===== src/hdl/dssd_pkg.sv =====
// shared types, constants and glyph table for the seven-segment display driver
package dssd_pkg;

    // operation codes carried in s_tuser
    typedef enum logic [1:0] {
        OP_WRITE_NUMBER = 2'd0,
        OP_WRITE_DIGIT  = 2'd1,
        OP_CLEAR_DIGIT  = 2'd2,
        OP_CLEAR_ALL    = 2'd3
    } op_t;

    // stream widths
    localparam int S_TDATA_W = 32;
    localparam int S_TUSER_W = 2;
    localparam int M_TDATA_W = 48;
    localparam int M_TUSER_W = 1;

    // field widths
    localparam int NUM_W  = 21;
    localparam int IDX_W  = 3;
    localparam int CODE_W = 5;
    localparam int SEG_W  = 7;

    // decimal conversion holds up to eight bcd digits
    localparam int BCD_DIGITS = 8;
    localparam int BCD_W      = 4 * BCD_DIGITS;
    localparam int CNT_W      = 5;

    // positions packed into the two output words
    localparam int MAX_POS = 8;
    localparam int OUT_POS = 6;

    localparam logic [SEG_W-1:0]  SEG_MINUS  = 7'h40;
    localparam logic [CODE_W-1:0] CODE_MINUS = 5'd16;

    // hex glyph, segment a in bit 0
    function automatic logic [SEG_W-1:0] glyph7(input logic [3:0] v);
        logic [SEG_W-1:0] g;
        case (v)
            4'h0: g = 7'h3F;
            4'h1: g = 7'h06;
            4'h2: g = 7'h5B;
            4'h3: g = 7'h4F;
            4'h4: g = 7'h66;
            4'h5: g = 7'h6D;
            4'h6: g = 7'h7D;
            4'h7: g = 7'h07;
            4'h8: g = 7'h7F;
            4'h9: g = 7'h6F;
            4'hA: g = 7'h77;
            4'hB: g = 7'h7C;
            4'hC: g = 7'h39;
            4'hD: g = 7'h5E;
            4'hE: g = 7'h79;
            4'hF: g = 7'h71;
            default: g = 7'h00;
        endcase
        return g;
    endfunction

endpackage


===== src/hdl/decimal_seven_segment_display_top.sv =====
// seven-segment display driver top level with bit-serial binary to decimal conversion
//
//  channel  | direction | tdata                                   | tuser
//  ---------+-----------+-----------------------------------------+----------------
//  s_       | in        | number_value, digit_index, digit_code   | operation
//  m_       | out       | low_segments, high_segments             | range_error
//
// write number passes from its transfer through the double-dabble shift register, which
// takes one magnitude bit per cycle, and then a finish step that loads the output
// register. the other operations go from their transfer straight to the finish step.
// the next transfer is taken once the block is back in idle after the finish step.
// a new item is taken while a result waits in the output register; the finish step
// stalls until that register is free.
// aresetn is synchronous, active low, and blanks every position.
module decimal_seven_segment_display_top #(
    parameter int NUM_DIGITS = 6
) (
    input  logic                          aclk,
    input  logic                          aresetn,
    input  logic                          s_tvalid,
    output logic                          s_tready,
    // [20:0] number_value, [23:21] digit_index, [28:24] digit_code, [31:29] zero
    input  logic [dssd_pkg::S_TDATA_W-1:0] s_tdata,
    // [1:0] operation
    input  logic [dssd_pkg::S_TUSER_W-1:0] s_tuser,
    output logic                          m_tvalid,
    input  logic                          m_tready,
    // [31:0] low_segments, [47:32] high_segments
    output logic [dssd_pkg::M_TDATA_W-1:0] m_tdata,
    // [0] range_error
    output logic [dssd_pkg::M_TUSER_W-1:0] m_tuser
);
    import dssd_pkg::*;

    localparam logic [3:0] NUM_DIGITS_W = 4'(NUM_DIGITS);

    typedef enum logic [2:0] {
        ST_IDLE = 3'b001,
        ST_CONV = 3'b010,
        ST_FIN  = 3'b100
    } state_t;

    state_t              state_reg, state_next;
    op_t                 op_reg, op_next;
    logic                neg_reg, neg_next;
    logic [NUM_W-1:0]    mag_reg, mag_next;
    logic [IDX_W-1:0]    idx_reg, idx_next;
    logic [CODE_W-1:0]   code_reg, code_next;
    logic [BCD_W-1:0]    bcd_reg, bcd_next;
    logic [CNT_W-1:0]    cnt_reg, cnt_next;
    logic [SEG_W-1:0]    seg_reg [NUM_DIGITS];
    logic [SEG_W-1:0]    seg_next [NUM_DIGITS];
    logic                m_tvalid_reg, m_tvalid_next;
    logic [M_TDATA_W-1:0] out_data_reg, out_data_next;
    logic                out_err_reg, out_err_next;

    logic                s_fire;
    logic                fin_fire;
    logic [NUM_W-1:0]    in_bits;
    logic [BCD_W-1:0]    bcd_adj;
    logic [3:0]          num_len;
    logic [3:0]          num_limit;
    logic                num_err;
    logic                idx_err;
    logic                fin_err;
    logic [MAX_POS-1:0][SEG_W-1:0] pos_seg;

    assign s_tready = state_reg == ST_IDLE;
    assign s_fire   = s_tvalid && s_tready;
    assign fin_fire = (state_reg == ST_FIN) && (!m_tvalid_reg || m_tready);
    assign in_bits  = s_tdata[NUM_W-1:0];

    // add three to every bcd digit of five or more
    always_comb begin
        for (int d = 0; d < BCD_DIGITS; d++) begin
            if (bcd_reg[4*d +: 4] >= 4'd5) begin
                bcd_adj[4*d +: 4] = bcd_reg[4*d +: 4] + 4'd3;
            end else begin
                bcd_adj[4*d +: 4] = bcd_reg[4*d +: 4];
            end
        end
    end

    // significant decimal digits, at least one
    always_comb begin
        num_len = 4'd1;
        for (int d = 1; d < BCD_DIGITS; d++) begin
            if (bcd_reg[4*d +: 4] != 4'd0) begin
                num_len = 4'(d + 1);
            end
        end
    end

    // range checks
    assign num_limit = neg_reg ? (NUM_DIGITS_W - 4'd1) : NUM_DIGITS_W;
    assign num_err   = num_len > num_limit;
    assign idx_err   = {1'b0, idx_reg} >= NUM_DIGITS_W;

    always_comb begin
        case (op_reg)
            OP_WRITE_NUMBER: fin_err = num_err;
            OP_WRITE_DIGIT:  fin_err = idx_err;
            OP_CLEAR_DIGIT:  fin_err = idx_err;
            default:         fin_err = 1'b0;
        endcase
    end

    // updated segment patterns for the finish step
    always_comb begin
        for (int p = 0; p < NUM_DIGITS; p++) begin
            seg_next[p] = seg_reg[p];
            if (fin_fire) begin
                case (op_reg)
                    OP_WRITE_NUMBER: begin
                        if (!num_err) begin
                            if (4'(p) < num_len) begin
                                seg_next[p] = glyph7(bcd_reg[4*p +: 4]);
                            end else if (neg_reg && (4'(p) == num_len)) begin
                                seg_next[p] = SEG_MINUS;
                            end
                        end
                    end
                    OP_WRITE_DIGIT: begin
                        if (idx_reg == IDX_W'(p)) begin
                            if (!code_reg[CODE_W-1]) begin
                                seg_next[p] = glyph7(code_reg[3:0]);
                            end else if (code_reg == CODE_MINUS) begin
                                seg_next[p] = SEG_MINUS;
                            end
                        end
                    end
                    OP_CLEAR_DIGIT: begin
                        if (idx_reg == IDX_W'(p)) begin
                            seg_next[p] = '0;
                        end
                    end
                    default: begin
                        seg_next[p] = '0;
                    end
                endcase
            end
        end
    end

    // positions beyond the display read as blank
    for (genvar gp = 0; gp < MAX_POS; gp++) begin : g_pos
        if (gp < NUM_DIGITS) begin : g_on
            assign pos_seg[gp] = seg_next[gp];
        end else begin : g_off
            assign pos_seg[gp] = '0;
        end
    end

    // pack both display words
    always_comb begin
        out_data_next = out_data_reg;
        out_err_next  = out_err_reg;
        if (fin_fire) begin
            out_data_next = '0;
            for (int p = 0; p < OUT_POS; p++) begin
                out_data_next[8*p +: SEG_W] = pos_seg[p];
            end
            out_err_next = fin_err;
        end
    end

    // control and shift register
    always_comb begin
        state_next    = state_reg;
        op_next       = op_reg;
        neg_next      = neg_reg;
        mag_next      = mag_reg;
        idx_next      = idx_reg;
        code_next     = code_reg;
        bcd_next      = bcd_reg;
        cnt_next      = cnt_reg;
        m_tvalid_next = m_tvalid_reg;
        if (m_tready) begin
            m_tvalid_next = 1'b0;
        end
        case (state_reg)
            ST_IDLE: begin
                if (s_fire) begin
                    op_next   = op_t'(s_tuser);
                    neg_next  = in_bits[NUM_W-1];
                    mag_next  = in_bits[NUM_W-1] ? (~in_bits + NUM_W'(1)) : in_bits;
                    idx_next  = s_tdata[NUM_W +: IDX_W];
                    code_next = s_tdata[NUM_W+IDX_W +: CODE_W];
                    bcd_next  = '0;
                    cnt_next  = '0;
                    if (op_t'(s_tuser) == OP_WRITE_NUMBER) begin
                        state_next = ST_CONV;
                    end else begin
                        state_next = ST_FIN;
                    end
                end
            end
            ST_CONV: begin
                bcd_next = {bcd_adj[BCD_W-2:0], mag_reg[NUM_W-1]};
                mag_next = {mag_reg[NUM_W-2:0], 1'b0};
                cnt_next = cnt_reg + CNT_W'(1);
                if (cnt_reg == CNT_W'(NUM_W - 1)) begin
                    state_next = ST_FIN;
                end
            end
            ST_FIN: begin
                if (fin_fire) begin
                    m_tvalid_next = 1'b1;
                    state_next    = ST_IDLE;
                end
            end
            default: begin
                state_next = ST_IDLE;
            end
        endcase
    end

    // control registers
    always_ff @(posedge aclk) begin
        if (!aresetn) begin
            state_reg    <= ST_IDLE;
            m_tvalid_reg <= 1'b0;
            for (int p = 0; p < NUM_DIGITS; p++) begin
                seg_reg[p] <= '0;
            end
        end else begin
            state_reg    <= state_next;
            m_tvalid_reg <= m_tvalid_next;
            for (int p = 0; p < NUM_DIGITS; p++) begin
                seg_reg[p] <= seg_next[p];
            end
        end
    end

    // payload registers
    always_ff @(posedge aclk) begin
        op_reg       <= op_next;
        neg_reg      <= neg_next;
        mag_reg      <= mag_next;
        idx_reg      <= idx_next;
        code_reg     <= code_next;
        bcd_reg      <= bcd_next;
        cnt_reg      <= cnt_next;
        out_data_reg <= out_data_next;
        out_err_reg  <= out_err_next;
    end

    assign m_tvalid = m_tvalid_reg;
    assign m_tdata  = out_data_reg;
    assign m_tuser  = out_err_reg;

endmodule


===== config.mk =====
export PLATFORM = sky130hd
export DESIGN_NAME = decimal_seven_segment_display_top
export DESIGN_NICKNAME = d
export VERILOG_FILES = /design/src/hdl/dssd_pkg.sv /design/src/hdl/decimal_seven_segment_display_top.sv
export SDC_FILE = /design/constraint.sdc
export NUM_CORES = 1
export LEC_CHECK = 0
export BUFFER_PORTS_ARGS = -buffer_cell sky130_fd_sc_hd__buf_4
export CORE_MARGIN = 8
export CORE_UTILIZATION = 39
export DETAILED_ROUTE_END_ITERATION = 6
export MAX_ROUTING_LAYER = met4
export PLACE_DENSITY = 0.54
export SYNTH_ARGS = -nofsm -noshare
export SYNTH_HDL_FRONTEND = slang
export SYNTH_SLANG_ARGS = --single-unit

===== constraint.sdc =====
create_clock -name aclk -period 10.72 [get_ports aclk]
set_clock_uncertainty 0.2 [all_clocks]
set_input_delay 1.072 -clock aclk [delete_from_list [all_inputs] [get_ports aclk]]
set_output_delay 1.072 -clock aclk [all_outputs]
set_load 0.05 [all_outputs]

==> results of run 1 <==
cells in the final DEF, fill, tap and decap left out, types with 27 or more instances in the layout:
cell type	count
a21oi_1	85
a22oi_1	32
and2_1	31
buf_4	87
clkbuf_16	27
dfxtp_1	95
edfxtp_1	112
ha_1	75
inv_1	78
nand2_1	86
nor2_1	95
nor3_1	30
o21ai_0	88
cell type report:
cell class                      count  share of cell area [%]
Multi-Input combinational cell    893                   45.46
Sequential cell                   207                   38.05
Clock buffer                       30                   5.036
Timing Repair Buffer               87                   4.720
Tap cell                          396                   3.580
Inverter                           80                   2.170
Clock inverter                     18                  0.9855
synthesized netlist by cell type, types with 13 or more instances:
cell type | n | area share (%)
nand2b_1 | 22 | 1.1
buf_4 | 13 | 0.80
nor3_1 | 30 | 1.2
a211oi_1 | 14 | 0.87
dfxtp_1 | 95 | 16
inv_1 | 78 | 2.4
nor2b_1 | 13 | 0.67
a21oi_1 | 85 | 3.5
mux2i_1 | 25 | 2.1
and2_1 | 31 | 1.6
edfxtp_1 | 112 | 28
o21ai_0 | 88 | 3.6
ha_1 | 75 | 7.7
nor2_1 | 95 | 2.9
xnor2_1 | 25 | 1.8
a22oi_1 | 32 | 2.0
clkbuf_1 | 38 | 1.2
xor2_1 | 17 | 1.2
nand2_1 | 86 | 2.7
a21o_1 | 16 | 0.99
stage by stage:
| stage | hold WS (ps) | cells | power [mW] | setup slack, ps |
|---|---|---|---|---|
| after floorplan | 253.4 | 1241 | 1.820 | 6866 |
| after global placement | 271.9 | 1663 | 2.066 | 6319 |
| after detailed placement | 274.7 | 1663 | 2.075 | 6297 |
| after CTS | 287.5 | 1711 | 2.937 | 6285 |
| after global routing | 302.0 | 1711 | 3.095 | 5913 |
| final | 289.7 | 1711 | 2.914 | 6272 |
worst max path at each step:
stage	slack, ps	startpoint	endpoint	cells after the start
6_report	6270	bcd_reg[8]$_DFFE_PP_	m_tdata[6]$_DFFE_PP_	13
5_1_grt	5910	bcd_reg[4]$_DFFE_PP_	m_tdata[19]$_DFFE_PP_	13
4_1_cts	6280	bcd_reg[8]$_DFFE_PP_	m_tdata[6]$_DFFE_PP_	13
3_5_place_dp	6300	bcd_reg[8]$_DFFE_PP_	m_tdata[6]$_DFFE_PP_	13
3_3_place_gp	6320	bcd_reg[8]$_DFFE_PP_	m_tdata[6]$_DFFE_PP_	13
2_1_floorplan	6870	bcd_reg[8]$_DFFE_PP_	m_tdata[6]$_DFFE_PP_	13
critical path, cell delays in order, from the launching register on:
cell and delay (ps):
edfxtp_1 410, inv_1 140, ha_1 230, or3b_1 450, or2_2 370, nand3_1 100, a21oi_1 70, ha_1 320
nor2b_1 150, a2bb2oi_2 180, a21oi_2 660, mux2_4 350, a222oi_1 410, o31ai_1 150
power by group through the flow:
stage / Clock, mW / Sequential, mW / Combinational [mW]
2_1_floorplan: 0 / 1.13 / 0.686
3_3_place_gp: 0 / 1.14 / 0.922
3_5_place_dp: 0 / 1.15 / 0.929
4_1_cts: 0.872 / 1.13 / 0.933
5_1_grt: 0.903 / 1.15 / 1.04
6_report: 0.852 / 1.13 / 0.929
cells by family after synthesis:
kind of cell | synth area share, %
simple gates | 15.64
flops | 43.39
mux | 3.671
xor+xnor | 3.032
compound gates | 21.54
fa+ha+maj | 7.734
other cells | 0.03091
buf+inv | 4.950
metal layers:
metal | wire (um) | up-vias | share of wire [%] | global-route usage, %
met5 | 0 | - | 0 | -
met4 | 820 | 0 | 2.7 | 5.112
met3 | 1600 | 55 | 5.2 | 2.241
met2 | 13310 | 234 | 43 | 25.33
met1 | 15000 | 4432 | 49 | 23.19
li1 | - | 4674 | - | -
==> metrics.txt, run 1 <==
power per cell area=around 210 mW/mm2; cell depth of the worst flop-to-flop path=13; Sequential Area=approximately 0.0053 mm2; # IOs=between 80 and 90; Post-Place Cell Area=between 0.01 and 0.015 mm2; reg-to-reg startpoint=bcd_reg[8]$_DFFE_PP_; cell count after synthesis=between 1,000 and 1,500; clock tree from TritonCTS=built; antenna violations before repair=0; total of flip-flops plus latches after synthesis=between 200 and 250; CP startpoint kind=flip-flop; maximum operating frequency=approximately 220 MHz; CP Data Arrival Time=around 4500 ps; post-CTS setup buffer count=0; maximum number of pins on one net before global-route repair=65; final core occ=a little under half; vias per inst=5.491; detailed placement HPWL=around 22,000 um; area grow syn2layout=14.06%; Gate power share=a little under a third; Max Cap Viol=0; switching share of total power=between 30% and 40%; routability congestion estimate=0.8556; Worst R2R End=m_tdata[6]$_DFFE_PP_; DR vias=between 9,000 and 10,000; wire length of the first global-routing pass=around 49,000 um; Endpoint, Worst Hold=seg_reg[3][2]$_SDFF_PN0_; Tcrit/Tclk final=about two fifths; count of cell types in the netlist=90; startpoint-to-endpoint class of the critical path=flip-flop to flip-flop; largest fanout of any net on the critical path=9; Hold Crit Start=seg_reg[3][2]$_SDFF_PN0_; HP Class=flip-flop to flip-flop; power share of the clock group=a little under 30%; Crit. End Element=flip-flop; x dimension of the die=just under 200 um; Die ar.=0.03701 mm2; pin slew with the least headroom to its limit=1177 ps; multi-input combinational cell area=~0.0063 mm2; Async S/R FF share, synth=0%; sequential power share=roughly 40%; portion of the post-synthesis area used by sequential elements=~43%; Hold Buf Count CTS=0; Hold Path Depth=1; Fillers=~2,900; status=finished, final reports clean; average routed wire per standard cell=about 18 um; global route overflow=0; net count reported at finish=1,408; residual antenna-violating net count after detailed routing=0; most used flip-flop cell after synthesis=edfxtp_1; count of yosys warnings during synthesis=0; shortest clock period the worst path allows after layout=roughly 4400 ps; switching pwr=1.063 mW; mean instance size in the synthesized netlist=9.816 um2; worst slew slack as a fraction of its limit=a little over a fifth; number of setup violations in the final report=0; Peak supply drop=about 0.1 mV; total routing usage reported by global routing=about 17%; share of layout cells above drive strength 1=between 10% and 20%; summed area of non-filler cells in the final layout=0.01384 mm2; buffer type at the clock tree root=clkbuf_16; number of H-tree levels=1; number of synthesized flops with an enable pin=~110; vias in the first global route=just over 9,000; Critical Path RT=10,770 ps; CTS-repair resized insts=0; total number of placement rows=64; Longest Clk Path Bufs=3; total core area=between 0.03 and 0.04 mm2; clock-pin slew of the registers on the worst-case setup and hold paths=roughly 60 ps; total inserted antenna cells=0; effective utilization at floorplan=between 30 and 40%; clock sink count=between 200 and 250; design internal power=1.851 mW; Final Hold Violating Endpoints=0; internal reg-to-reg setup slack=6270 ps; drt pass-1 iters=5; RSZ-0062 raised after global routing=no; Mapped Area=about 0.012 mm2; max-slew violation count=0; Worst-Skew Late Latency=around 530 ps; leakage=5.249 nW; setup tns final=0 ps; final WL=between 30,000 and 40,000 um; Buffers on Ports=79; floorplan die height=about 190 um; DR iter-0 viols=668; cts bufs inserted=26; DRC Markers=0
(Power assumes the default switching activity.)
==> run 2, diff against run 1 <==
--- a/config.mk
+++ b/config.mk
@@ -10,7 +10,7 @@
 export CORE_UTILIZATION = 39
 export DETAILED_ROUTE_END_ITERATION = 6
 export MAX_ROUTING_LAYER = met4
-export PLACE_DENSITY = 0.54
+export PLACE_DENSITY = 0.56
 export SYNTH_ARGS = -nofsm -noshare
 export SYNTH_HDL_FRONTEND = slang
 export SYNTH_SLANG_ARGS = --single-unit
==> constraint.sdc (replaced) <==
create_clock -name aclk -period 3.8 [get_ports aclk]
set_clock_uncertainty 0.2 [all_clocks]
set_input_delay 0.38 -clock aclk [delete_from_list [all_inputs] [get_ports aclk]]
set_output_delay 0.38 -clock aclk [all_outputs]
set_load 0.05 [all_outputs]
==> metrics.txt, run 2 (synthesized netlist as in run 1, its figures left out) <==
total routing usage reported by global routing=16.92% (+0.12 points); share of layout cells above drive strength 1=17.93% (+3.6 points); maximum operating frequency=272.5 MHz (+21%); most used cells in the layout excluding fill and tap cells=buf_4 (136), edfxtp_1 (112), nor2_1 (95), dfxtp_1 (95), o21ai_0 (88); wire length of the first global-routing pass=49,810 um (+1.1%); number of H-tree levels=1 (unchanged); Final Hold Violating Endpoints=0 (unchanged); number of buffers and inverters on the critical path=2 (+1); DR iter-0 viols=551 (-18%); detailed placement HPWL=22,550 um (+3.4%); Longest Clk Path Bufs=3 (unchanged); total core area=0.03059 mm2 (unchanged); CP startpoint kind=flip-flop; max-slew violation count=0 (unchanged); DRC Markers=0 (unchanged); pin slew with the least headroom to its limit=957.0 ps (-220.1 ps); net count reported at finish=1,467 (+4.2%); crit-path max cell delay=400 ps (-260 ps); Worst-Skew Late Latency=510 ps (-20 ps); leakage=5.558 nW (+5.9%); startpoint-to-endpoint class of the critical path=flip-flop to flip-flop; average routed wire per standard cell=17.59 um (-2.1%); drt pass-1 iters=5 (unchanged); vias per inst=5.470 (-0.38%); DR vias=9,671 (+2.9%); Critical Path RT=3840 ps (-6930 ps); family with the most delay on the worst path=compound AO/OA/AOI/OAI gates; final WL=31,100 um (+1.2%); total inserted antenna cells=0 (unchanged); effective utilization at floorplan=39.66% (unchanged); internal reg-to-reg setup slack=130 ps (-6140 ps); floorplan die height=192.4 um (unchanged); area grow syn2layout=18.79%; most common library cell in the layout ignoring fill and taps=buf_4; reg-to-reg startpoint=bcd_reg[8]$_DFFE_PP_; maximum number of pins on one net before global-route repair=48 (-26%); setup tns final=0 ps (unchanged); Peak supply drop=0.2960 mV (+190%); Buffers on Ports=79 (unchanged); Critical Path Slowest Stage Cell=a222oi_1; Hold Path Depth=3 (+2); cts bufs inserted=25 (-3.8%); antenna violations before repair=1 (+1); x dimension of the die=192.4 um (unchanged); Hold Crit Start=m_tready; clock sink count=207 (unchanged); power per cell area=585.3 mW/mm2 (+180%); worst slew slack as a fraction of its limit=36.20% (+15 points); buffer type at the clock tree root=clkbuf_16; ordered cell list for the critical path=inv_2 -> ha_4 -> or3b_4 -> or2_4 -> nand3_1 -> a21oi_1 -> ha_1 -> nor2b_1 -> a2bb2oi_2 -> buf_4 -> a21oi_4 -> mux2_4 -> a222oi_1 -> o31ai_1; vias in the first global route=9,559 (+4.9%); routability congestion estimate=0.8828 (+3.2%); final core occ=47.12% (+1.9 points); clock tree from TritonCTS=built; residual antenna-violating net count after detailed routing=0 (unchanged); status=finished, final reports clean; largest fanout of any net on the critical path=5 (-4); clock-pin slew of the registers on the worst-case setup and hold paths=60 ps (about the same); global route overflow=0 (unchanged); number of setup violations in the final report=0 (unchanged); Worst Hold Margin=32.27 ps (-257.4 ps); Die ar.=0.03701 mm2 (unchanged); Setup Slack @ Placement=-23.57 ps (-6320 ps); Crit. End Element=flip-flop; cell depth of the worst flop-to-flop path=14 (+1); Fillers=2,845 (-3.1%); CP Data Arrival Time=3710 ps (-790 ps); Endpoint, Worst Hold=m_tvalid$_SDFF_PN0_; overall power of the completed layout=8.435 mW (+190%); final worst setup slack=130.7 ps (-6141 ps); # IOs=89 (unchanged); Max Cap Viol=0 (unchanged); total number of placement rows=64 (unchanged); shortest clock period the worst path allows after layout=3669 ps (-779.0 ps); HP Class=input port to flip-flop; Tcrit/Tclk final=96.56% (+55 points); RSZ-0062 raised after global routing=no; Worst R2R End=m_tdata[6]$_DFFE_PP_
run 2: cell count changes in the layout (fill, tap and decap cells not counted), moves of 5 or more:
cell,change
buf_4,+49
clkinv_2,-5
o311ai_0,-5
dlygate4sd3_1,+11
clkbuf_8,+6
o311ai_1,+5
run 2: power breakdown:
group | internal, mW | leakage, nW | switching [mW] | total [mW]
logic | 1.09 | 3.31 | 1.75 | 2.83
clock network | 1.49 | 0.429 | 0.939 | 2.43
registers | 2.87 | 1.82 | 0.296 | 3.17
run 2: cell type report:
class	count	area, um2	area share (%)
clock buffer	37	783.3	5.434
timing repair buffer	147	1131	7.848
inverter	80	300.3	2.084
tap	396	495.5	3.438
clock inverter	8	73.82	0.5122
multi-input combinational	893	6364	44.15
sequential	207	5265	36.53
run 2: layer usage:
layer  track usage [%]  part of all wire [%]
met4             6.228                   3.2
met5                 -                     0
met3             2.114                   4.9
met2             26.61                    44
met1             22.13                    47
run 2: worst reg2reg max path: stages (launching register included):
cell	delay [ps]
edfxtp_1	390
inv_2	100
ha_4	150
or3b_4	390
or2_4	260
nand3_1	80
a21oi_1	70
ha_1	300
nor2b_1	140
a2bb2oi_2	170
buf_4	140
a21oi_4	130
mux2_4	310
a222oi_1	400
o31ai_1	140
run 2: worst max path at each step:
stage	from	end	slack, ps	cells after the start
after floorplan	bcd_reg[8]$_DFFE_PP_	m_tdata[13]$_DFFE_PP_	10	14
after global placement	bcd_reg[8]$_DFFE_PP_	seg_reg[5][0]$_SDFF_PN0_	-40	13
after CTS	bcd_reg[9]$_DFFE_PP_	seg_reg[2][1]$_SDFF_PN0_	20	14
final	bcd_reg[8]$_DFFE_PP_	m_tdata[6]$_DFFE_PP_	130	14
after detailed placement	bcd_reg[8]$_DFFE_PP_	seg_reg[5][3]$_SDFF_PN0_	-20	13
after global routing	bcd_reg[16]$_DFFE_PP_	m_tdata[6]$_DFFE_PP_	3	13
run 2: per-stage QoR:
stage | cells | instance area, um2
5_1_grt | 1768 | 14410
6_report | 1768 | 14410
2_1_floorplan | 1241 | 12160
3_3_place_gp | 1711 | 13370
3_5_place_dp | 1711 | 13370
4_1_cts | 1767 | 14350
run 2: timing repair:
item | 4_1_cts | 5_1_grt
pin swaps | 0 | 7
hold buffers | 11 | 0
resized for setup | 4 | 19
setup buffers | 0 | 1
endpoints found under the hold margin | 12 | 0
setup endpoints to repair | 10 | 65
==> run 3, diff against run 2 <==
--- a/config.mk
+++ b/config.mk
@@ -11,6 +11,7 @@
 export DETAILED_ROUTE_END_ITERATION = 6
 export MAX_ROUTING_LAYER = met4
 export PLACE_DENSITY = 0.56
+export RECOVER_POWER = 50
 export SYNTH_ARGS = -nofsm -noshare
 export SYNTH_HDL_FRONTEND = slang
 export SYNTH_SLANG_ARGS = --single-unit
==> metrics.txt, run 3 (synthesized netlist as in run 1, its figures left out) <==
Buffers on Ports=79 (unchanged); Setup Slack @ Placement=-23.57 ps (unchanged); shortest clock period the worst path allows after layout=3671 ps (+2.152 ps); power per cell area=590.8 mW/mm2 (+0.95%); final WL=31,270 um (+0.54%); cell depth of the worst flop-to-flop path=14 (unchanged); residual antenna-violating net count after detailed routing=0 (unchanged); internal reg-to-reg setup slack=130 ps (about the same); number of setup violations in the final report=0 (unchanged); wire length of the first global-routing pass=49,810 um (unchanged); Worst R2R End=m_tdata[6]$_DFFE_PP_; DRC Markers=0 (unchanged); total number of placement rows=64 (unchanged); area grow syn2layout=17.04%; reg-to-reg startpoint=bcd_reg[8]$_DFFE_PP_; routability congestion estimate=0.8828 (unchanged); clock-pin slew of the registers on the worst-case setup and hold paths=60 ps (about the same); total routing usage reported by global routing=16.92% (unchanged); maximum number of pins on one net before global-route repair=48 (unchanged); most used cells in the layout excluding fill and tap cells=edfxtp_1 (112), nor2_1 (95), dfxtp_1 (95), o21ai_0 (88), nand2_1 (86); vias per inst=5.473 (about the same); Worst-Skew Late Latency=510 ps (about the same); HP Class=input port to flip-flop; net count reported at finish=1,467 (unchanged); global route overflow=0 (unchanged); cts bufs inserted=25 (unchanged); total core area=0.03059 mm2 (unchanged); status=finished, final reports clean; Post-Place Cell Area=0.01337 mm2 (unchanged); global routing's busiest layer=met2; floorplan die height=192.4 um (unchanged); most common library cell in the layout ignoring fill and taps=edfxtp_1; detailed placement HPWL=22,550 um (unchanged); DR vias=9,677 (+0.062%); Tcrit/Tclk final=96.62% (about the same); buffer type at the clock tree root=clkbuf_16; effective utilization at floorplan=39.66% (unchanged); final core occ=46.42% (-0.70 points); maximum operating frequency=272.4 MHz (about the same); CP Data Arrival Time=3710 ps (about the same); # IOs=89 (unchanged); total inserted antenna cells=0 (unchanged); GR Util met1=22.13% (unchanged); met3 layer usage reported by global route=2.114% (unchanged); RSZ-0062 raised after global routing=no; critical path capture point=m_tdata[6]$_DFFE_PP_; Die ar.=0.03701 mm2 (unchanged); antenna violations before repair=1 (unchanged); number of H-tree levels=1 (unchanged); clock sink count=207 (unchanged); CP startpoint kind=flip-flop; clock tree from TritonCTS=built; launch point of the critical path=bcd_reg[8]$_DFFE_PP_; startpoint-to-endpoint class of the critical path=flip-flop to flip-flop; max-slew violation count=0 (unchanged); largest fanout of any net on the critical path=5 (unchanged); vias in the first global route=9,559 (unchanged); worst slew slack as a fraction of its limit=35.75% (-0.46 points); drt pass-1 iters=6 (+1); x dimension of the die=192.4 um (unchanged); Final Hold Violating Endpoints=0 (unchanged); average routed wire per standard cell=17.69 um (+0.54%); Critical Path RT=3840 ps (about the same); Crit. End Element=flip-flop; share of layout cells above drive strength 1=13.78% (-4.2 points); final worst setup slack=128.5 ps (-2.152 ps); Peak supply drop=0.2953 mV (-0.24%); leakage=5.362 nW (-3.5%); met2 routing resource usage after global routing=26.61% (unchanged); DR iter-0 viols=595 (+8.0%); summed area of non-filler cells in the final layout=0.01420 mm2 (-1.5%); Longest Clk Path Bufs=3 (unchanged); Max Cap Viol=0 (unchanged); pin slew with the least headroom to its limit=963.8 ps (+6.853 ps)
[run 3: changes by cell type in the layout (fill, tap and decap cells not counted), sizes merged]
| cell | change |
|---|---|
| clkbuf | +63 |
| buf | -63 |
[run 3: timing repair]
action,in CTS,in global routing
setup endpoints to repair,10,65
pin swaps,0,7
gates resized for setup,4,19
buffers inserted,0,1
hold buffers,11,0
endpoints found under the hold margin,12,0
[run 3: metrics by stage]
step | TNS (ps) | std cells | hold slack (ps) | power [mW]
after floorplan | 0 | 1241 | 253.4 | 5.137
after global placement | -237.1 | 1711 | 267.4 | 5.962
after detailed placement | -150.0 | 1711 | 275.1 | 5.998
after CTS | 0 | 1767 | 6.250 | 8.479
after global routing | 0 | 1768 | 35.14 | 8.897
final | 0 | 1768 | 36.55 | 8.390
[run 3: worst max-delay path, stage by stage, from the launching register on]
cell	delay (ps)
edfxtp_1	390
inv_2	100
ha_4	150
or3b_4	390
or2_4	260
nand3_1	80
a21oi_1	70
ha_1	300
nor2b_1	140
a2bb2oi_2	170
buf_4	140
a21oi_4	130
mux2_4	310
a222oi_1	410
o31ai_1	140
[run 3: worst min-delay path by stage]
stage                              from                       end  cells past startpoint
2_1_floorplan  seg_reg[3][5]$_SDFF_PN0_  seg_reg[3][5]$_SDFF_PN0_                      1
5_1_grt                     s_tdata[10]     mag_reg[10]$_DFFE_PP_                      3
3_3_place_gp   seg_reg[3][5]$_SDFF_PN0_  seg_reg[3][5]$_SDFF_PN0_                      1
6_report                       m_tready       m_tvalid$_SDFF_PN0_                      3
3_5_place_dp   seg_reg[3][4]$_SDFF_PN0_  seg_reg[3][4]$_SDFF_PN0_                      1
4_1_cts                        m_tready       m_tvalid$_SDFF_PN0_                      3
[run 3: metal layers]
metal	share of wire [%]	vias up
met4	3.2	0
met2	44	265
met1	48	4558
li1	-	4784
met5	0	-
met3	5.0	70
[run 3: report_power, final]
| part | internal [mW] | leakage [nW] | switching (mW) |
|---|---|---|---|
| Sequential | 2.87 | 1.82 | 0.294 |
| Combinational | 1.04 | 3.11 | 1.75 |
| Clock | 1.49 | 0.429 | 0.938 |
[run 3: area by class of cell]
type | count | area, um2
clock inverters | 8 | 73.82
flip-flops and latches | 207 | 5265
fillers | 2905 | 16390
multi-input cells | 893 | 6354
clock buffers | 37 | 783.3
well taps | 396 | 495.5
repair buffers | 147 | 928.4
inverters | 80 | 300.3
